[src/hdl/caller_id_line_parser_assert.svh]
`ifndef CALLER_ID_LINE_PARSER_ASSERT_SVH
`define CALLER_ID_LINE_PARSER_ASSERT_SVH

// same-cycle implication, checked out of reset
`define CLP_ASSERT_IMPLY(label, clk, rst_n, ante, cons, msg) \
	label: assert property (@(posedge clk) disable iff (!rst_n) (ante) |-> (cons)) \
		else $error(msg);

// next-cycle implication, checked out of reset
`define CLP_ASSERT_NEXT(label, clk, rst_n, ante, cons, msg) \
	label: assert property (@(posedge clk) disable iff (!rst_n) (ante) |=> (cons)) \
		else $error(msg);

`endif

[src/hdl/clp_pkg.sv]
package clp_pkg;

	localparam int FIELD_MAX = 19;
	localparam int LINE_MAX  = 100;

	localparam int LINE_W = 7;
	localparam int LEN_W  = $clog2(FIELD_MAX + 1);
	localparam int IDX_W  = $clog2(FIELD_MAX);

	localparam logic [7:0] CH_CR = 8'd13;
	localparam logic [7:0] CH_LF = 8'd10;
	localparam logic [7:0] CH_NUL = 8'd0;

	localparam logic [LINE_W-1:0] FIELD_COL = LINE_W'(7);
	localparam logic [LINE_W-1:0] TAG_COLS  = LINE_W'(4);
	localparam logic [LEN_W-1:0]  MIN_STAMP = LEN_W'(4);

	localparam logic [31:0] TAG_DATE = 32'h4441_5445;
	localparam logic [31:0] TAG_TIME = 32'h5449_4D45;
	localparam logic [31:0] TAG_NMBR = 32'h4E4D_4252;

	typedef enum logic {
		ST_IDLE,
		ST_EMIT
	} state_t;

	typedef struct packed {
		logic take;
		logic emit;
	} cmd_t;

	typedef struct packed {
		logic cr;
		logic nmbr_end;
		logic emit_last;
		logic out_free;
	} stat_t;

endpackage

[src/hdl/clp_ctrl.sv]
module clp_ctrl (
	input  logic           clk,
	input  logic           arst_n,
	input  logic           in_valid,
	input  clp_pkg::stat_t stat,
	output logic           in_stall,
	output clp_pkg::cmd_t  cmd
);
	import clp_pkg::*;

	state_t state_q;
	state_t state_d;

	always_ff @(posedge clk or negedge arst_n) begin
		if (!arst_n) begin
			state_q <= ST_IDLE;
		end else begin
			state_q <= state_d;
		end
	end

	always_comb begin
		state_d  = state_q;
		in_stall = 1'b0;
		cmd      = '0;
		unique case (state_q)
			ST_IDLE: begin
				cmd.take = in_valid;
				// number line end: hold the line and play it out
				if (in_valid && stat.cr && stat.nmbr_end) begin
					state_d = ST_EMIT;
				end
			end
			ST_EMIT: begin
				in_stall = 1'b1;
				if (stat.out_free) begin
					cmd.emit = 1'b1;
					if (stat.emit_last) begin
						state_d = ST_IDLE;
					end
				end
			end
			default: begin
				state_d = ST_IDLE;
			end
		endcase
	end

endmodule

[src/hdl/clp_dpath.sv]
module clp_dpath (
	input  logic           clk,
	input  logic           arst_n,
	input  logic [7:0]     byte_in,
	input  logic           out_stall,
	input  clp_pkg::cmd_t  cmd,
	output clp_pkg::stat_t stat,
	output logic           out_valid,
	output logic [15:0]    day_text,
	output logic [15:0]    month_text,
	output logic [15:0]    hour_text,
	output logic [15:0]    minute_text,
	output logic [7:0]     number_char,
	output logic           number_empty,
	output logic           last
);
	import clp_pkg::*;

	logic [LINE_W-1:0] line_count_q;
	logic [31:0]       tag_q;
	logic [LEN_W-1:0]  len_q;
	logic              ended_q;
	logic [LEN_W-1:0]  idx_q;
	logic [15:0]       day_q;
	logic [15:0]       month_q;
	logic [15:0]       hour_q;
	logic [15:0]       minute_q;
	logic              out_valid_q;
	logic [7:0]        store_q [FIELD_MAX];

	logic is_cr;
	logic is_lf;
	logic is_char;
	logic in_line;
	logic in_field;
	logic store_we;
	logic long_line;
	logic stamp_ok;
	logic len_zero;

	assign is_cr     = (byte_in == CH_CR);
	assign is_lf     = (byte_in == CH_LF);
	assign is_char   = !is_cr && !is_lf;
	assign in_line   = (line_count_q < LINE_W'(LINE_MAX));
	assign in_field  = (line_count_q >= FIELD_COL) && !ended_q;
	assign store_we  = cmd.take && is_char && in_line && in_field && (byte_in != CH_NUL)
		&& (len_q < LEN_W'(FIELD_MAX));
	assign long_line = (line_count_q > FIELD_COL);
	assign stamp_ok  = (len_q >= MIN_STAMP);
	assign len_zero  = (len_q == '0);

	always_comb begin
		stat.cr        = is_cr;
		stat.nmbr_end  = long_line && (tag_q == TAG_NMBR);
		stat.emit_last = len_zero || (LEN_W'(idx_q + 1'b1) == len_q);
		stat.out_free  = !out_valid_q || !out_stall;
	end

	always_ff @(posedge clk or negedge arst_n) begin
		if (!arst_n) begin
			line_count_q <= '0;
			tag_q        <= '0;
			len_q        <= '0;
			ended_q      <= 1'b0;
			idx_q        <= '0;
			day_q        <= '0;
			month_q      <= '0;
			hour_q       <= '0;
			minute_q     <= '0;
			out_valid_q  <= 1'b0;
		end else begin
			if (cmd.take && is_char && in_line) begin
				if (line_count_q < TAG_COLS) begin
					unique case (line_count_q[1:0])
						2'd0: tag_q[31:24] <= byte_in;
						2'd1: tag_q[23:16] <= byte_in;
						2'd2: tag_q[15:8]  <= byte_in;
						2'd3: tag_q[7:0]   <= byte_in;
						default: tag_q <= tag_q;
					endcase
				end else if (in_field) begin
					if (byte_in == CH_NUL) begin
						ended_q <= 1'b1;
					end else if (store_we) begin
						len_q <= LEN_W'(len_q + 1'b1);
					end
				end
				line_count_q <= LINE_W'(line_count_q + 1'b1);
			end else if (cmd.take && is_cr) begin
				if (stat.nmbr_end) begin
					idx_q <= '0;
				end else begin
					if (long_line && stamp_ok && (tag_q == TAG_DATE)) begin
						day_q   <= {store_q[0], store_q[1]};
						month_q <= {store_q[2], store_q[3]};
					end
					if (long_line && stamp_ok && (tag_q == TAG_TIME)) begin
						hour_q   <= {store_q[0], store_q[1]};
						minute_q <= {store_q[2], store_q[3]};
					end
					line_count_q <= '0;
					tag_q        <= '0;
					len_q        <= '0;
					ended_q      <= 1'b0;
				end
			end

			if (cmd.emit) begin
				idx_q <= LEN_W'(idx_q + 1'b1);
				if (stat.emit_last) begin
					line_count_q <= '0;
					tag_q        <= '0;
					len_q        <= '0;
					ended_q      <= 1'b0;
				end
			end

			if (cmd.emit) begin
				out_valid_q <= 1'b1;
			end else if (!out_stall) begin
				out_valid_q <= 1'b0;
			end
		end
	end

	always_ff @(posedge clk) begin
		if (store_we) begin
			store_q[len_q[IDX_W-1:0]] <= byte_in;
		end
		if (cmd.emit) begin
			day_text     <= day_q;
			month_text   <= month_q;
			hour_text    <= hour_q;
			minute_text  <= minute_q;
			number_char  <= len_zero ? CH_NUL : store_q[idx_q[IDX_W-1:0]];
			number_empty <= len_zero;
			last         <= stat.emit_last;
		end
	end

	assign out_valid = out_valid_q;

endmodule

[src/hdl/caller_id_line_parser.sv]
// a byte is taken when valid and not stalled; most bytes and line ends produce no result
// a number line end moves the controller to its emit state and each result is registered;
// the field sequencer then gives one result per cycle while the output does not stall, and
// the input stalls until the last one is out; throughput is one byte per cycle otherwise
// reset (arst_n low, asynchronous) clears line state, stored date and time text and the
// sequencer; the field store is not cleared and is only read below the field length
module caller_id_line_parser (
	input  logic        clk,
	input  logic        arst_n,
	input  logic        in_valid,
	output logic        in_stall,
	input  logic [7:0]  byte_in,
	output logic        out_valid,
	input  logic        out_stall,
	output logic [15:0] day_text,
	output logic [15:0] month_text,
	output logic [15:0] hour_text,
	output logic [15:0] minute_text,
	output logic [7:0]  number_char,
	output logic        number_empty,
	output logic        last
);
	import clp_pkg::*;

	`include "caller_id_line_parser_assert.svh"

	cmd_t  cmd;
	stat_t stat;

	clp_ctrl u_ctrl (
		.clk      (clk),
		.arst_n   (arst_n),
		.in_valid (in_valid),
		.stat     (stat),
		.in_stall (in_stall),
		.cmd      (cmd)
	);

	clp_dpath u_dpath (
		.clk          (clk),
		.arst_n       (arst_n),
		.byte_in      (byte_in),
		.out_stall    (out_stall),
		.cmd          (cmd),
		.stat         (stat),
		.out_valid    (out_valid),
		.day_text     (day_text),
		.month_text   (month_text),
		.hour_text    (hour_text),
		.minute_text  (minute_text),
		.number_char  (number_char),
		.number_empty (number_empty),
		.last         (last)
	);

	`CLP_ASSERT_IMPLY(a_emit_no_overwrite, clk, arst_n, cmd.emit, !(out_valid && out_stall), "result overwritten while waiting")
	`CLP_ASSERT_IMPLY(a_take_not_emit, clk, arst_n, cmd.take, !cmd.emit, "request taken during number emission")
	`CLP_ASSERT_NEXT(a_last_frees_input, clk, arst_n, cmd.emit && stat.emit_last, !in_stall, "input still stalled after last character")
	`CLP_ASSERT_NEXT(a_nmbr_stalls, clk, arst_n, in_valid && !in_stall && stat.cr && stat.nmbr_end, in_stall, "number line end did not start emission")

endmodule

[config.mk]
export PLATFORM = sky130hd
export DESIGN_NAME = caller_id_line_parser
export DESIGN_NICKNAME = d
export VERILOG_FILES = /design/src/hdl/clp_pkg.sv /design/src/hdl/clp_ctrl.sv /design/src/hdl/clp_dpath.sv /design/src/hdl/caller_id_line_parser.sv
export VERILOG_INCLUDE_DIRS = /design/src /design/src/hdl
export SDC_FILE = /design/constraint.sdc
export NUM_CORES = 1
export LEC_CHECK = 0
export BUFFER_PORTS_ARGS = -buffer_cell sky130_fd_sc_hd__buf_2
export CAP_MARGIN = 25
export CORE_MARGIN = 4
export CORE_UTILIZATION = 32
export DETAILED_ROUTE_END_ITERATION = 10
export SLEW_MARGIN = 10
export SYNTH_ARGS = -nofsm -noshare
export SYNTH_HDL_FRONTEND = slang
export SYNTH_HIERARCHICAL = 1
export SYNTH_SLANG_ARGS = --single-unit
[constraint.sdc]
create_clock -name clk -period 6.3 [get_ports clk]
set_input_delay 0.63 -clock clk [delete_from_list [all_inputs] [get_ports clk]]
set_output_delay 0.63 -clock clk [all_outputs]
set_load 0.03 [all_outputs]
==> Word level (Yosys, flattened, before mapping) <==
Memories as Yosys holds them, arrays and structs flattened. A register that Yosys moved wholly into a read port is not among the register bits.
Cells that the tools add are included.
{ "op_classes": {"n_reduce_logical": 30, "bitwise": 3, "magnitude_cmp": 6, "addsub": 3, "muxes": 48, "n_eq_ne": 11} }
{ "ops": {"columns": ["operator", "count"], "rows": [
  ["32-bit 2-to-1 mux", 6],
  ["32-bit by 31-bit == test with 1-bit output, second input constant", 3],
  ["5-bit 2-to-1 mux", 13],
  ["7-bit 2-to-1 mux", 5],
  ["8-bit 2-to-1 mux", 4],
  ["1-bit 2-to-1 mux", 19],
  ["8-bit by 4-bit == test with 1-bit output, second input constant", 2],
  ["1-bit logical AND", 14],
  ["5-bit by 1-bit adder with 5-bit output, second input constant", 2],
  ["8-bit logical NOT", 1],
  ["4-bit AND reduction", 2],
  ["8-bit nonzero test", 1],
  ["7-bit by 1-bit adder with 7-bit output, second input constant", 1],
  ["7-bit by 3-bit >= comparator with 1-bit output, second input constant", 1],
  ["7-bit by 3-bit > comparator with 1-bit output, second input constant", 1],
  ["7-bit by 3-bit < comparator with 1-bit output, second input constant", 1],
  ["7-bit < comparator, second input constant", 1],
  ["5-bit == test", 1],
  ["5-bit by 3-bit >= comparator with 1-bit output, second input constant", 1],
  ["1-bit logical NOT", 5],
  ["5-bit logical NOT", 1],
  ["5-bit < comparator, second input constant", 1],
  ["2-bit == test, second input constant", 2],
  ["2-bit nonzero test", 2],
  ["8 further kinds", 11]
]} }
{ "totals": {"output_inout_bits": 76, "inputBits": 12, "word_cells": 119, "reg_bits": 182, "memories": 1, "ramBits": 152} }
{ "mem_list": {"columns": ["memory", "depth", "width", "read_ports", "rd_ports_with_merged_regs", "wr", "line_no", "rtl"], "rows": [
  ["u_dpath.store_q", 19, 8, 5, 1, 1, "clp_dpath.sv:29", "logic [7:0] store_q [FIELD_MAX];"]
]} }

==> Depth between registers and ports, before layout <==
Gate-level depths: netlist (run 1).
{ "logic_depth": {"depth_word": 15, "mapped_depth": 11, "depth_no_buf": 8} }

==> Cells and area by module <==
Netlist (run 1), hierarchy kept.
{ "by_module_without_submodules": {"columns": ["module", "n_inst", "seq_area_each_um2", "cells_each", "area_per_inst_um2"], "rows": [
  ["clp_dpath", 1, 9904.5, 754, 13773.2],
  ["clp_ctrl", 1, 25.0, 5, 53.8]
]} }

==> Worst setup path before layout (run 1) <==
No wires, ideal clock.
{ "synth_timing": {"path_type": "input -> register", "from": "input port out_stall", "to": "register u_dpath.tag_q[10]", "setup_slack_ns": 2.487, "path_buffers": 2, "t_required_ns": 6.180, "setup_time_ns": 0.120, "t_arrival_ns": 3.694, "cell_stages": 8, "cell_sequence": "nand2_1 and2_1 inv_1 a21oi_2 nand2b_1 buf_6 buf_6 nor2_1"} }
{ "synth_lines": {"columns": ["element", "line_no", "rtl"], "rows": [
  ["from (decl)", "caller_id_line_parser.sv:14", "input logic out_stall,"],
  ["to (signal assigned)", "clp_dpath.sv:77", "2'd2: tag_q[15:8] <= byte_in;"],
  ["to (signal assigned)", "clp_dpath.sv:79", "default: tag_q <= tag_q;"],
  ["to (decl)", "clp_dpath.sv:20", "logic [31:0] tag_q;"]
]} }

==> Final worst setup path (run 1) <==
{ "layout_timing": {"from": "register u_dpath.idx_q[0]", "to": "register u_dpath.ended_q"} }
{ "layout_between": {"elab_chain_cells": 5} }
{ "layout_lines": {"columns": ["element", "line_no", "rtl"], "rows": [
  ["from (decl)", "clp_dpath.sv:23", "logic [LEN_W-1:0] idx_q;"],
  ["from (signal assigned)", "clp_dpath.sv:109", "idx_q <= LEN_W'(idx_q + 1'b1);"],
  ["5-bit by 1-bit adder with 5-bit output", "clp_dpath.sv:55", "stat.emit_last = len_zero || (LEN_W'(idx_q + 1'b1) == len_q);"],
  ["5-bit == test", "clp_dpath.sv:55", null],
  ["1-bit logical OR", "clp_dpath.sv:55", null],
  ["1-bit 2-to-1 mux", "clp_dpath.sv:110", "if (stat.emit_last) begin"],
  ["1-bit 2-to-1 mux", "clp_dpath.sv:108", "if (cmd.emit) begin"],
  ["to (signal assigned)", "clp_dpath.sv:64", "ended_q <= 1'b0;"],
  ["to (signal assigned)", "clp_dpath.sv:104", "ended_q <= 1'b0;"],
  ["to (signal assigned)", "clp_dpath.sv:114", "ended_q <= 1'b0;"],
  ["to (decl)", "clp_dpath.sv:22", "logic ended_q;"]
]} }
No other way between the ends.
A chain may end at the register's enable or synchronous reset.

==> results.ini, run 1 <==
[route]
drt_wl_total_mm = 28.79
drt-initial-drc-count = 528
vias_per_cell = 4.685
routedWlPerCell_um = 19.65
ant_nets = 0
dr_total_vias = 6864
route.detailed.drc = 0
dr.pass1.iters = 4

[final_layout]
final_common_cell = edfxtp_1
drive_gt1_share_pct = 32.43
diodes = 0
syn_to_final_growth_pct = 16.65
layout.nets = 880
layout_common_cells = edfxtp_1 (234), dfrtp_1 (114), buf_2 (86)
fillCellCount = 3914

[clock_tree]
post_cts_buffers = 0
cts_tree = built
clk-insertion-delay-late_ns = 0.54
clock_sinks = 350
cts_hold_buf = 0
htreeDepth = 2
ctsResizeCount = 0
clock_tree.buffer_depth = 3
clkTransAtPathRegs_ns = 0.06
root_buffer = clkbuf_16
cts_inserted_buffers = 37

[synthesis]
synth_edf_count = 234
synth_top_family_by_area = multiplexers
synth.avg_cell_area_um2 = 18.22
syn_nets = 780
synth_ff_type = edfxtp_1
synth_xor_area_share_pct = 0.7330
synth_compound_area_share_pct = 1.810
yosysUniqueCellTypes = 67
synth_fa_ha_area_share_pct = 0.8144
synthMuxAreaShare_pct = 16.81
ys_seq_area_share_pct = 71.81
synthArstFlopShare_pct = 33.14
ys.warnings.count = 6
synth_seq_cells = 350
syn-cell-area_um2 = 13830
synthSimpleGateAreaFrac_pct = 6.334
postSynthCellCount = 759

[worst_setup_path]
cp_num_buf_inv = 2
r2r_end = u_dpath/ended_q
path_common_cell = buf_4
cp_cell_sequence = buf_4 -> and3_1 -> xnor3_1 -> o2111ai_1 -> a21oi_2 -> nand2b_1 -> buf_4 -> nor2_1
regToRegStartpoint = u_dpath/idx_q[0]
critical_path_required_ns = 6.70
worst-setup-path-type = reg -> reg
path_max_fanout = 37
reg2regPathDepth = 8
reg2reg_setup_slack_ns = 3.14
cp-start-kind = register
path_delay_family = buffers and inverters
max_stage_delay_ns = 0.83
endpoint_kind = register
cp.arrival_ns = 3.56
cpMaxStageDelayCell = dfrtp_2

[timing]
hold_violations = 0
max_freq_mhz = 316.5
setup_ws_ns = 3.141
timing.final.crit_period_ns = 3.159
slew_headroom_pct = 32.90
clock_skew_ns = 0.01839
rsz0062_at_grt = no
tns_ns = 0
setup_viol = 0
drv_slew = 0
period_share_pct = 50.15
tightestPinTransition_ns = 1.003

[grt]
antenna_found_initial = 0
grt_max_degree = 79
overflow = 0
grt_pass1_wl_mm = 45.12
grt_usage_pct = 12.38
first_global_vias = 7155

[die]
dieArea_um2 = 46600
ioPinCount = 88
fp-row-count = 75
start_util_pct = 32.67
die_y_um = 215.9
fp.coreArea_um2 = 42320
die-width_um = 215.9

[placed_design]
dp_hpwl_mm = 18.24
io_buffers = 87
finalWeightedCongestion = 0.7553
place_ws_ns = 2.636

[power]
power_density_nw_per_um2 = 348.6
total_power_w = 0.005622
leakagePower_nw = 6.039
irDropWorstVdd_v = 0.0001702

[job]
maxCapViolCount = 0

[run_status]
status = finished, final reports clean

[worst_hold_path]
hold_path_class = in -> async

==> through the flow <==
step / util [%] / cells / hold slack [ns] / area, µm²
floorplan: - / 759 / 0.3344 / 13830
global placement: 35.09 / 1396 / 0.4291 / 14850
detailed placement: 35.09 / 1396 / 0.4290 / 14850
CTS: 38.05 / 1464 / 0.1132 / 16100
global route: 38.11 / 1465 / 0.1485 / 16130
finish: 38.11 / 1465 / 0.1125 / 16130
==> power breakdown <==
group	switching, W	leakage [nW]	internal, W	total, W
registers	0.000167	3.52	0.00266	0.00283
logic	0.000361	1.91	0.000232	0.000593
clock network	0.000881	0.611	0.00132	0.00220
total	0.00141	6.04	0.00421	0.00562
==> sequential cells by signal (all words and copies together), names as in the netlist <==
register              flops
u_dpath/out_valid         1
u_dpath/minute_text      16
u_dpath/ended_q           1
u_dpath/idx_q             5
u_dpath/month_q          16
u_dpath/number_empty      1
u_dpath/store_q         160
u_dpath/month_text       16
u_dpath/number_char       8
u_dpath/day_q            16
u_dpath/len_q             5
u_ctrl/state_q            1
u_dpath/tag_q            32
u_dpath/line_count_q      7
u_dpath/last              1
u_dpath/minute_q         16
u_dpath/hour_text        16
u_dpath/hour_q           16
u_dpath/day_text         16
==> cell type report <==
type	count	area, µm²	area share [%]
flip-flops and latches	350	9932	61.58
multi-input cells	368	3685	22.85
clock buffers	49	1022	6.338
well taps	577	721.9	4.476
repair buffers	94	510.5	3.165
clock inverters	19	227.7	1.412
inverters	8	30.03	0.1862
==> kinds of logic (layout without fill, tap and decap cells) <==
logic type | Yosys count | count (layout)
buffers and inverters | 41 | 170
muxes | 153 | 153
and+or+nand+nor | 164 | 164
AOI/OAI and AO/OA | 32 | 32
xor gates and xnor gates | 10 | 10
adders and majority gates | 9 | 9
DFF | 350 | 350
==> metal layers <==
layer  global-route usage [%]  part of all wire, %  vias up
li1                         -                    -     3137
met1                    16.59                   44     3547
met2                    20.46                   49      135
met3                    2.729                  4.3       45
met4                    3.457                  2.1        0
met5                        0                    0        -
==> how the worst max path moves through the flow <==
stage	end	cells after the start	slack, ns	from
after CTS	u_dpath/tag_q[4]	8	3.01	u_dpath/idx_q[0]
after detailed placement	u_dpath/store_q[2][2]	7	2.64	byte_in[1]
final	u_dpath/ended_q	8	3.14	u_dpath/idx_q[0]
after global placement	u_dpath/store_q[2][1]	7	2.77	byte_in[1]
after floorplan	u_dpath/tag_q[10]	8	2.49	out_stall
after global routing	u_dpath/tag_q[16]	8	2.79	u_dpath/idx_q[0]
==> cells in the mapped netlist (all sizes together), types with 4 or more instances <==
master / n / share of area, %
a21oi: 10 / 0.39
and3: 5 / 0.24
buf: 20 / 1.1
clkbuf: 13 / 0.36
dfrtp: 116 / 21
edfxtp: 234 / 51
ha: 9 / 0.81
inv: 8 / 0.22
mux2: 64 / 6.0
mux2i: 41 / 3.0
mux4: 48 / 7.8
nand2: 26 / 0.71
nand3: 12 / 0.54
nand4: 5 / 0.23
nor2: 73 / 2.1
nor3: 7 / 0.33
nor3b: 6 / 0.33
o21ai: 5 / 0.18
xnor2: 4 / 0.25
xor2: 5 / 0.32
No activity file was read; power rests on OpenSTA's default activity.
==> run 2: changes to the inputs <==
--- a/config.mk
+++ b/config.mk
@@ -6,6 +6,7 @@
 export SDC_FILE = /design/constraint.sdc
 export NUM_CORES = 1
 export LEC_CHECK = 0
+export ABC_AREA = 1
 export BUFFER_PORTS_ARGS = -buffer_cell sky130_fd_sc_hd__buf_2
 export CAP_MARGIN = 25
 export CORE_MARGIN = 4
==> constraint.sdc (replaced) <==
create_clock -name clk -period 3.15 [get_ports clk]
set_input_delay 0.315 -clock clk [delete_from_list [all_inputs] [get_ports clk]]
set_output_delay 0.315 -clock clk [all_outputs]
set_load 0.03 [all_outputs]
==> results.ini, run 2 <==
[run_status]
status = finished, final reports clean

[placed_design]
dpl_cell_area_um2 = 15640  ; +5.3%
dp_hpwl_mm = 23.43  ; +28%
io_buffers = 87  ; unchanged
finalWeightedCongestion = 0.8412  ; +11%
dp_cells = 1972  ; +41%

[worst_hold_path]
hold_path_class = in -> reg

[final_layout]
fin_util_pct = 37.88  ; -0.23 points
diodes = 0  ; unchanged
final_common_cell = edfxtp_1
syn_to_final_growth_pct = 16.72  ; about the same
fillCellCount = 4310  ; +10%
stdcell_count = 2039  ; +39%
drive_gt1_share_pct = 14.65  ; -18 points
layout.nets = 1440  ; +64%
design_area_um2 = 16820  ; +4.3%
layout_common_cells = edfxtp_1 (234), nand2_1 (222), nor2_1 (197)
largest_register_ffs = 160  ; unchanged

[timing]
slew_headroom_pct = 49.82  ; +17 points
tightestPinTransition_ns = 0.7518  ; -0.2510 ns
drv_slew = 0  ; unchanged
setup_viol = 0  ; unchanged
max_freq_mhz = 425.8  ; +35%
period_share_pct = 74.55  ; +24 points
tns_ns = 0  ; unchanged
timing.final.crit_period_ns = 2.348  ; -0.8109 ns
clock_skew_ns = 0.01587  ; -0.002516 ns
hold_violations = 0  ; unchanged
rsz0062_at_grt = no

[synthesis]
synth.avg_cell_area_um2 = 11.03  ; -39%
synth_ff_type = edfxtp_1
synthArstFlopShare_pct = 33.14  ; unchanged
yosysMostFrequentCell = edfxtp_1
syn_nets = 1328  ; +70%
ys_seq_area_share_pct = 68.88  ; -2.9 points
yosys-top-cells-count = edfxtp_1 (234), nand2_1 (222), nor2_1 (197)
postSynthCellCount = 1307  ; +72%
synth_edf_count = 234  ; unchanged
yosys.area.top_type = edfxtp_1
synth_top_cell_area_share_pct = 48.75  ; -2.1 points
yosysUniqueCellTypes = 37  ; -45%
ys.warnings.count = 6  ; unchanged
synth_seq_cells = 350  ; unchanged
syn-cell-area_um2 = 14420  ; +4.3%
synthTopCellsByArea = edfxtp_1 (49%), dfrtp_1 (20%), nand2_1 (5.8%), nor2_1 (5.1%), inv_1 (3.1%)

[worst_setup_path]
regToRegStartpoint = u_dpath/len_q[2]
cp-start-kind = register
cp_num_cells = 8  ; unchanged
path_delay_family = simple AND/OR/NAND/NOR gates
max_stage_delay_ns = 0.45  ; -0.38 ns
cpMaxStageDelayCell = dfrtp_1
endpoint_kind = register
path_common_cell = nor2_1
critical_path_required_ns = 3.55  ; -3.15 ns
cp_num_buf_inv = 1  ; -1
r2r_end = u_dpath/tag_q[12]
cp_cell_sequence = nor2_1 -> inv_1 -> nor2_1 -> nand2_1 -> nand2_2 -> nand2_4 -> nand2_8 -> nor2_1
path_max_fanout = 37  ; unchanged
crit_start = u_dpath/len_q[2]
reg2regPathDepth = 8  ; unchanged
cp.arrival_ns = 2.75  ; -0.81 ns
reg2reg_setup_slack_ns = 0.80  ; -2.34 ns
worst-setup-path-type = reg -> reg
crit_end = u_dpath/tag_q[12]

[die]
fp-row-count = 77  ; +2.7%
fp.coreArea_um2 = 44410  ; +4.9%
die-width_um = 220.2  ; +2.0%
ioPinCount = 88  ; unchanged
die_y_um = 220.2  ; +2.0%
dieArea_um2 = 48510  ; +4.1%
start_util_pct = 32.46  ; -0.21 points

[route]
vias_per_cell = 4.708  ; +0.49%
routedWlPerCell_um = 16.74  ; -15%
drt-initial-drc-count = 751  ; +42%
dr_total_vias = 9600  ; +40%
ant_nets = 0  ; unchanged
drt_wl_total_mm = 34.14  ; +19%
route.detailed.drc = 0  ; unchanged
dr.pass1.iters = 6  ; +2

[grt]
first_global_vias = 9596  ; +34%
antenna_found_initial = 0  ; unchanged
grt_max_degree = 65  ; -18%
grt_pass1_wl_mm = 54.06  ; +20%
overflow = 0  ; unchanged
grt_usage_pct = 14.19  ; +1.8 points

[power]
total_power_w = 0.01093  ; +94%
irDropWorstVdd_v = 0.0002964  ; +74%
leakagePower_nw = 6.925  ; +15%
power_density_nw_per_um2 = 649.8  ; +86%

[clock_tree]
cts_tree = built
clk-insertion-delay-late_ns = 0.53  ; about the same
clock_sinks = 350  ; unchanged
clkTransAtPathRegs_ns = 0.06  ; about the same
htreeDepth = 2  ; unchanged
clock_tree.buffer_depth = 3  ; unchanged
root_buffer = clkbuf_16
cts_inserted_buffers = 36  ; -2.7%
ctsResizeCount = 0  ; unchanged

[job]
maxCapViolCount = 0  ; unchanged

-- run 2: changes by cell type in the layout (fill, tap and decap cells not counted), sizes merged, moves of 27 or more --
cell    before  now
a21oi       10   47
buf         94  133
inv          9  125
mux2        64    0
mux2i       41    0
mux4        48    0
nand2       26  230
nand3       12   63
nand4        5   39
nor2        73  204
o211ai       2   29
o21ai        5  118
-- run 2: timing repair --
item,4_1_cts,5_1_grt
buffers inserted,0,0
hold endpoints to repair,50,0
hold buffers,1,0
-- run 2: final cells by class --
cell class	instances	area (µm²)	area share (%)
inverters	126	476.7	2.833
flip-flops and latches	350	9931	59.02
multi-input cells	771	3685	21.90
repair buffers	134	818.3	4.864
clock buffers	52	1044	6.202
well taps	592	740.7	4.402
clock inverters	14	130.1	0.7734
-- run 2: through the flow --
step / hold slack [ns] / setup slack (ns)
4_1_cts: 0.05411 / 0.7722
3_5_place_dp: 0.4139 / 0.7859
3_3_place_gp: 0.4128 / 0.8545
2_1_floorplan: 0.01941 / 0.6144
5_1_grt: 0.08010 / 0.5606
6_report: 0.06746 / 0.8015
-- run 2: cell families (layout without fill, tap and decap cells) --
| family | Yosys count | after routing | share of synthesized area, % |
|---|---|---|---|
| compound gates | 213 | 213 | 8.272 |
| xor+xnor | 3 | 3 | 0.1823 |
| fa+ha+maj | 9 | 9 | 0.7812 |
| buf+inv | 186 | 326 | 5.555 |
| flops | 350 | 350 | 68.88 |
| simple gates | 546 | 546 | 16.33 |
-- run 2: metal layers --
| layer | GRT usage (%) | up-vias | wire length [µm] |
|---|---|---|---|
| li1 | - | 4675 | - |
| met1 | 18.01 | 4609 | 14430 |
| met2 | 24.47 | 254 | 16940 |
| met3 | 2.568 | 62 | 1834 |
| met4 | 4.961 | 0 | 934 |
| met5 | 0 | - | 0 |
-- run 2: power breakdown --
group / switching (W) / total (W) / internal (W) / leakage [nW]
Sequential: 0.000255 / 0.00548 / 0.00523 / 3.69
Combinational: 0.000828 / 0.00126 / 0.000433 / 2.66
Clock: 0.00171 / 0.00419 / 0.00248 / 0.578
-- run 2: worst min-delay path by stage --
| stage | depth (start not counted) | start | endpoint |
|---|---|---|---|
| floorplan | 0 | arst_n | u_ctrl/state_q |
| global placement | 1 | arst_n | u_dpath/tag_q[31] |
| detailed placement | 1 | arst_n | u_dpath/tag_q[31] |
| CTS | 3 | out_stall | u_dpath/out_valid |
| global route | 3 | out_stall | u_dpath/out_valid |
| finish | 3 | out_stall | u_dpath/out_valid |
-- run 2: worst min-delay path: stages --
cell and delay [ns]:
buf_2 0.07, nand2_1 0.09, nand2_1 0.07
==> run 3: changes to the inputs <==
==> constraint.sdc (replaced) <==
create_clock -name clk -period 2.19 [get_ports clk]
set_input_delay 0.219 -clock clk [delete_from_list [all_inputs] [get_ports clk]]
set_output_delay 0.219 -clock clk [all_outputs]
set_load 0.03 [all_outputs]
==> results.ini, run 3 (same netlist as run 2, synthesis figures left out) <==
[power]
p_clk_share_pct = 40.1  ; +1.8 points
p_comb_share_pct = 12.2  ; +0.7 points
power_density_nw_per_um2 = 956.6  ; +47%
switching_share_pct = 25.62  ; +0.055 points
pwr-share-seq_pct = 47.7  ; -2.4 points
irDropWorstVdd_v = 0.0004613  ; +56%
leakagePower_nw = 7.089  ; +2.4%
p_int_w = 0.01222  ; +50%
p_switching_w = 0.004210  ; +51%

[route]
wl_met2_mm = 17.48  ; +3.2%
routedWlPerCell_um = 17.35  ; +3.6%
drt-initial-drc-count = 839  ; +12%
ant_nets = 0  ; unchanged
drt_wl_total_mm = 35.79  ; +4.8%
wl_met1_mm = 15.19  ; +5.3%
dr.pass1.iters = 5  ; -1
dr_wl_met3_mm = 1.976  ; +7.7%
highest_layer = met4
dr_total_vias = 9832  ; +2.4%
route.detailed.drc = 0  ; unchanged
vias_per_cell = 4.766  ; +1.2%

[timing]
rsz0062_at_grt = yes
slew_headroom_pct = 70.13  ; +20 points
max_freq_mhz = 481.6  ; +13%
hold_violations = 0  ; unchanged
clock_skew_ns = 0.02358  ; +0.007703 ns
period_share_pct = 94.81  ; +20 points
tns_ns = 0  ; unchanged
setup_viol = 0  ; unchanged
drv_slew = 0  ; unchanged
holdWs_ns = 0.06392  ; -0.003537 ns
timing.final.crit_period_ns = 2.076  ; -0.2721 ns
tightestPinTransition_ns = 0.4480  ; -0.3038 ns

[worst_setup_path]
crit_start = u_dpath/line_count_q[1]
critical_path_required_ns = 2.45  ; -1.10 ns
worst-setup-path-type = reg -> reg
path_max_fanout = 8  ; -78%
cp.arrival_ns = 2.34  ; -0.41 ns
cp-start-kind = register
endpoint_kind = register
regToRegStartpoint = u_dpath/line_count_q[1]

[final_layout]
layout.nets = 1462  ; +1.5%
layout_common_cells = edfxtp_1 (234), nand2_1 (216), nor2_1 (196)
largest_register_ffs = 160  ; unchanged
final_common_cell = edfxtp_1
drive_gt1_share_pct = 16.72  ; +2.1 points
syn_to_final_growth_pct = 19.15
diodes = 0  ; unchanged

[grt]
grt_max_degree = 94  ; +45%
grt_usage_pct = 14.67  ; +0.49 points
grt_pass1_wl_mm = 54.81  ; +1.4%
antenna_found_initial = 1  ; +1
first_global_vias = 9581  ; -0.16%
overflow = 0  ; unchanged

[placed_design]
io_buffers = 87  ; unchanged
dp_hpwl_mm = 24.08  ; +2.8%
finalWeightedCongestion = 0.8384  ; -0.33%

[die]
die-width_um = 220.2  ; unchanged
start_util_pct = 32.46  ; unchanged
dieArea_um2 = 48510  ; unchanged
die_y_um = 220.2  ; unchanged
fp.coreArea_um2 = 44410  ; unchanged
ioPinCount = 88  ; unchanged
fp-row-count = 77  ; unchanged

[clock_tree]
htreeDepth = 2  ; unchanged
cts_inserted_buffers = 38  ; +5.6%
root_buffer = clkbuf_16
clkTransAtPathRegs_ns = 0.06  ; about the same
clock_tree.buffer_depth = 3  ; unchanged
clock_sinks = 350  ; unchanged
cts_tree = built
clk-insertion-delay-late_ns = 0.55  ; +0.02 ns

[job]
maxCapViolCount = 0  ; unchanged

[worst_hold_path]
hold_path.startpoint = in_valid
hold_path_class = in -> reg

[run_status]
status = finished, final reports clean

==> run 3: changes by cell type in the layout (fill, tap and decap cells not counted), sizes merged <==
cell | before | now
buf | 133 | 151
bufinv | 2 | 5
dlygate4sd3 | 1 | 3
clkbuf | 52 | 51
clkinvlp | 1 | 3
==> run 3: final cells by class <==
cell class	instances	area [µm²]
clock buffers	51	1051
well taps	592	740.7
flip-flops and latches	350	9933
clock inverters	19	245.2
multi-input cells	771	3705
inverters	126	476.7
fillers	4333	27240
repair buffers	154	1023
==> run 3: through the flow <==
| step | util [%] | total power (W) | setup WS, ns | cell area, µm² | instances |
|---|---|---|---|---|---|
| finish | 38.67 | 0.01643 | 0.1136 | 17180 | 2063 |
| global placement | 35.63 | 0.009889 | 0.02918 | 15830 | 1989 |
| detailed placement | 35.63 | 0.009940 | -0.03689 | 15830 | 1989 |
| floorplan | - | 0.009238 | -0.1687 | 14430 | 1307 |
| CTS | 38.63 | 0.01659 | 0.01008 | 17160 | 2062 |
| global route | 38.67 | 0.01717 | -0.03573 | 17180 | 2063 |
==> run 3: layer usage <==
metal	GRT usage (%)	vias up
met4	5.652	0
met2	25.02	298
met5	0	-
met1	18.99	4729
met3	2.129	77
li1	-	4728
==> run 3: power by group through the flow <==
| stage | combinational [W] | sequential (W) | clock, W |
|---|---|---|---|
| 2_1_floorplan | 0.00134 | 0.00790 | 0 |
| 5_1_grt | 0.00228 | 0.00789 | 0.00700 |
| 6_report | 0.00200 | 0.00784 | 0.00658 |
| 4_1_cts | 0.00199 | 0.00784 | 0.00677 |
| 3_5_place_dp | 0.00197 | 0.00797 | 0 |
| 3_3_place_gp | 0.00194 | 0.00795 | 0 |
==> run 3: worst paths after layout <==
check / slack [ns] / endpoint / cells after the start
worst max-delay path: 0.11 / u_dpath/store_q[16][2] / 8
worst min-delay path: 0.06 / u_ctrl/state_q / 5
worst max register to register: 0.11 / u_dpath/store_q[16][2] / 8
worst min register to register: 0.45 / u_dpath/day_text[10] / 0
max in group asynchronous: 1.40 / u_dpath/day_q[1] / 3
min in group asynchronous: 0.15 / u_dpath/tag_q[20] / 2
==> run 3: repair_timing <==
item / CTS / global route
setup buffers: 0 / 1
hold endpoints to repair: 38 / 0
pin swaps: 0 / 1
hold buffers: 3 / 0
resized for setup: 2 / 4
endpoints found under the setup margin: 8 / 144
==> run 3: critical path, cell delays in order, from the launching register on <==
cell and delay (ns):
dfrtp_1 0.40, ha_2 0.25, nand2_1 0.10, nand3_1 0.16, nand3_1 0.15, nor2_4 0.21
nand2_2 0.16, nor2_1 0.16, buf_4 0.19
